===== src/soc_ram.sv =====
// Generic single-write, single-read RAM with registered read data.
// No dependencies.
`default_nettype none
module soc_ram #(
  parameter int unsigned Width = 8,
  parameter int unsigned Depth = 16
) (
  input  wire logic                     clk_i,
  input  wire logic                     we_i,
  input  wire logic [$clog2(Depth)-1:0] waddr_i,
  input  wire logic [Width-1:0]         wdata_i,
  input  wire logic [$clog2(Depth)-1:0] raddr_i,
  output      logic [Width-1:0]         rdata_o
);

  logic [Width-1:0] mem_q [Depth];

  always_ff @(posedge clk_i) begin
    if (we_i) begin
      mem_q[waddr_i] <= wdata_i;
    end
    rdata_o <= mem_q[raddr_i];
  end

endmodule
`default_nettype wire


===== config.mk =====
export PLATFORM = sky130hd
export DESIGN_NAME = soc_ram
export DESIGN_NICKNAME = d
export VERILOG_FILES = /design/src/soc_ram.sv
export SDC_FILE = /design/constraint.sdc
export NUM_CORES = 1
export LEC_CHECK = 0
export BUFFER_PORTS_ARGS = -buffer_cell sky130_fd_sc_hd__buf_2
export CAP_MARGIN = 20
export CELL_PAD_IN_SITES_DETAIL_PLACEMENT = 0
export CELL_PAD_IN_SITES_GLOBAL_PLACEMENT = 1
export CORE_AREA = 2 2 112 141
export CTS_BUF_LIST = sky130_fd_sc_hd__clkbuf_2 sky130_fd_sc_hd__clkbuf_4 sky130_fd_sc_hd__clkbuf_8
export CTS_CLUSTER_DIAMETER = 40
export DETAILED_ROUTE_END_ITERATION = 16
export DIE_AREA = 0 0 114 143
export GPL_ROUTABILITY_DRIVEN = 0
export PLACE_DENSITY_LB_ADDON = 0.08
export SETUP_SLACK_MARGIN = 0.3
export SLEW_MARGIN = 20
export SYNTH_ARGS = -nofsm -noshare
export SYNTH_HDL_FRONTEND = slang
export SYNTH_SLANG_ARGS = --single-unit

===== constraint.sdc =====
create_clock -name clk_i -period 3 [get_ports clk_i]
set_clock_uncertainty 0.05 [all_clocks]
set_input_delay 0.6 -clock clk_i [delete_from_list [all_inputs] [get_ports clk_i]]
set_output_delay 0.6 -clock clk_i [all_outputs]
set_load 0.01 [all_outputs]

After elaboration in Yosys (flattened, before gate mapping)

Memories as Yosys holds them, arrays and structs flattened. A register that Yosys moved wholly into a read port is not among the register bits.
Index checks and enable logic that the tools add are counted.
W data, S select, Z words.

Shift operators: 0
Multipliers: 0
Divide/modulo/power cells: 0
Multiplexer cells: 2
Order comparisons: 0
Equal/unequal tests: 0
Add/subtract/negate cells: 0
Bitwise operators: 0
Reduce and logical (&&, ||, !) cells: 0

Operator list:

| cell    | count |
|---|---|
| $mux W1 | 2 |

ROM bits: 0
RAM bits: 128
Memories: 1
Latch bits: 0
Logic and storage cells: 3
Register bits: 0

Memory list:

| name  | words | bits a word | read ports | clocked after memory_dff | write ports | RTL line | text |
|---|---|---|---|---|---|---|---|
| mem_q | 16    | 8           | 1          | 1                        | 1           | 16       | `logic [Width-1:0] mem_q [Depth];` |

Logic depth before layout (Yosys ltp)

Depth after elaboration: 2
Gate-level depth with buffers: 5
Gate-level depth less buffers: 3

Worst setup path before layout

OpenSTA, ideal clock, no wires.

Path type: input -> register
Start point: input waddr_i[2]
End point: memory mem_q[0][0], enable pin
Setup slack: 0.857 ns
Data arrival time: 1.710 ns
Library setup time: 0.383 ns
Path buffers: 0
Data required time: 2.567 ns
Stages: 2
Cells stage by stage: or3b_2 nor3_1

RTL lines:

| item               | RTL line | text |
|---|---|---|
| start: declaration | 10       | `input wire logic [$clog2(Depth)-1:0] waddr_i,` |
| end: declaration   | 16       |  |

Straight into the memory's write port.

==> flow_summary.ini <==
[sta]
max_freq_mhz = 568
rsz0062_at_grt = false
report.final.slew_viol_count = 0
period_minus_slack_ns = 1.76
fin_tns_setup_ns = 0
worst_pin_slew_ns = 0.808
setup_viol = 0
finalHoldViolCount = 0
whs_ns = 0.494
slew_headroom_pct = 46.1
final.period_utilization_pct = 58.7

[route]
finalWirelength_mm = 10.9
avgRoutedWirePerCell_um = 22.7
final_antenna_net_count = 0
first_pass_iters = 4
drc = 0
dr_total_vias = 2453
via_per_inst = 5.13
drt-initial-drc-count = 124

[pwr]
worst_ir_drop_vdd_mv = 0.221
p_per_area_nw_per_um2 = 636
seq_power_share_pct = 56.0
p_leak_nw = 2.02
intPower_mw = 3.05
clockPowerShare_pct = 38.6
p_sw_share_pct = 20.0
p_switching_mw = 0.763
comb_power_share_pct = 5.4

[global_routing]
antenna_found_initial = 0
track_usage_pct = 14.8
grt_start_max_net_pins = 20
first_global_vias = 2590
grt_remaining_overflow = 0
grt_pass1_wl_mm = 16.4

[placement]
place_inst = 446
port_buffers = 25
hpwl_mm = 7.12
place_area_um2 = 5600

[clocking]
cts_root_buf = clkbuf_8
ctsLongestPathBuffers = 2
clk_pin_slew_ns = 0.07
numCtsBuffers = 17
cts_resized = 0
htree_levels = 4
cts.sinks = 136
holdBufCountCts = 0
cts_setup_buffers = 0
cts_tree = yes
clk_latency_ns = 0.44

[critical_path]
cp-start-kind = input pin
reg2reg_depth = 3
r2r-start = mem_q[2][1]
critical_path.max_fanout = 12
end_kind = register
endpoint = rdata_o[5]
cp.required_ns = 3.28
critical_path_class = input pin to register
reg2reg_slack_ns = 1.53
critPathArrivalTime_ns = 2.04
r2r_end = rdata_o[1]
critPathLaunch = raddr_i[0]

[cells_and_area]
fin_cells = 478
stdcell_area_um2 = 6000
fin_nets = 301
final_cell_mix = 128 x edfxtp_1, 25 x buf_2, 22 x clkbuf_8
layout_commonest_cell = edfxtp_1
drive_gt1_share_pct = 32.4
antenna_cells = 0
area_growth_pct = 16.6

[floorplan]
die_area_um2 = 16300
start_util_pct = 34.6
fp-row-count = 50
num_io_pins = 26
die_x_um = 114
core_um2 = 14900
die_h_um = 143

[yosys]
ys_seq_area_share_pct = 77.8
synthesis.nets = 247
ys_warn_count = 0
ys_ff_latch = 136
netlist_instances = 229
syn-cell-area_um2 = 5150
ys_types = 19
post_synth.cell_area_avg_um2 = 22.5

[status]
outcome = complete, no violations

[flow_run]
drv_cap = 0

[min_path]
hold_class = input pin to register
==> layout make-up <==
cell class | count | area, um2
fillers | 1355 | 8890
flip-flops and latches | 136 | 4000
multi-input cells | 83 | 1060
clock buffers | 30 | 363
repair buffers | 45 | 313
well taps | 182 | 228
clock inverters | 2 | 37.5
==> worst min path at each step <==
stage                            start            to  slack (ns)  depth (start not counted)
after global placement    mem_q[14][6]    rdata_o[6]        0.60                          3
after CTS                   wdata_i[5]  mem_q[11][5]        0.46                          1
after floorplan            mem_q[7][0]    rdata_o[0]        0.58                          3
after global routing        wdata_i[5]  mem_q[11][5]        0.48                          1
final                       wdata_i[5]  mem_q[11][5]        0.49                          1
after detailed placement  mem_q[14][6]    rdata_o[6]        0.62                          3
==> stage by stage <==
stage | power (mW) | setup slack [ns] | util (%)
detailed placement | 2.39 | 0.754 | 37.6
finish | 3.81 | 1.24 | 40.3
CTS | 3.87 | 1.24 | 40.3
floorplan | 2.29 | 0.857 | -
global route | 3.97 | 1.16 | 40.3
global placement | 2.39 | 0.764 | 37.6
==> registers in the layout (all words and copies together) (netlist names) <==
signal,count
mem_q,128
rdata_o,8
==> cell usage after synthesis, drive strengths merged <==
cell	count	area share, %
edfxtp	128	75
mux4	32	15
a22oi	16	2.3
nor2	13	0.95
nand2	9	0.66
dfxtp	8	3.1
buf	7	1.1
nor3	4	0.39
clkdlybuf4s25	3	0.58
nand2b	2	0.24
nand3b	2	0.29
and2	1	0.12
and2b	1	0.15
nand3	1	0.097
nor2b	1	0.12
or3b	1	0.17
==> kinds of logic after synthesis <==
kind of cell,count (synthesis),share of synthesized area [%]
flip-flops,136,77.8
AND/OR/NAND/NOR,35,3.18
multiplexers,32,15.0
AO/OA/AOI/OAI,16,2.33
buffers and inverters,10,1.68
==> worst max-delay path, stage by stage <==
cell and delay (ns):
buf_2 0.27, buf_12 0.20, mux4_1 0.57, a22oi_1 0.29
nand2_1 0.09
==> layer usage <==
layer	GRT usage, %	vias to the layer above	part of all wire (%)
met1	18.8	1300	44
met2	23.6	59	50
met3	3.65	17	3.8
met4	7.51	0	1.8
li1	-	1077	-
met5	0	-	0
==> power by group through the flow <==
stage | registers, mW | logic (mW) | clock network [mW]
after floorplan | 2.18 | 0.108 | 0
after global placement | 2.18 | 0.212 | 0
after detailed placement | 2.18 | 0.213 | 0
after CTS | 2.13 | 0.213 | 1.52
after global routing | 2.14 | 0.228 | 1.60
final | 2.13 | 0.207 | 1.47
No activity file was read; power rests on OpenSTA's default activity.
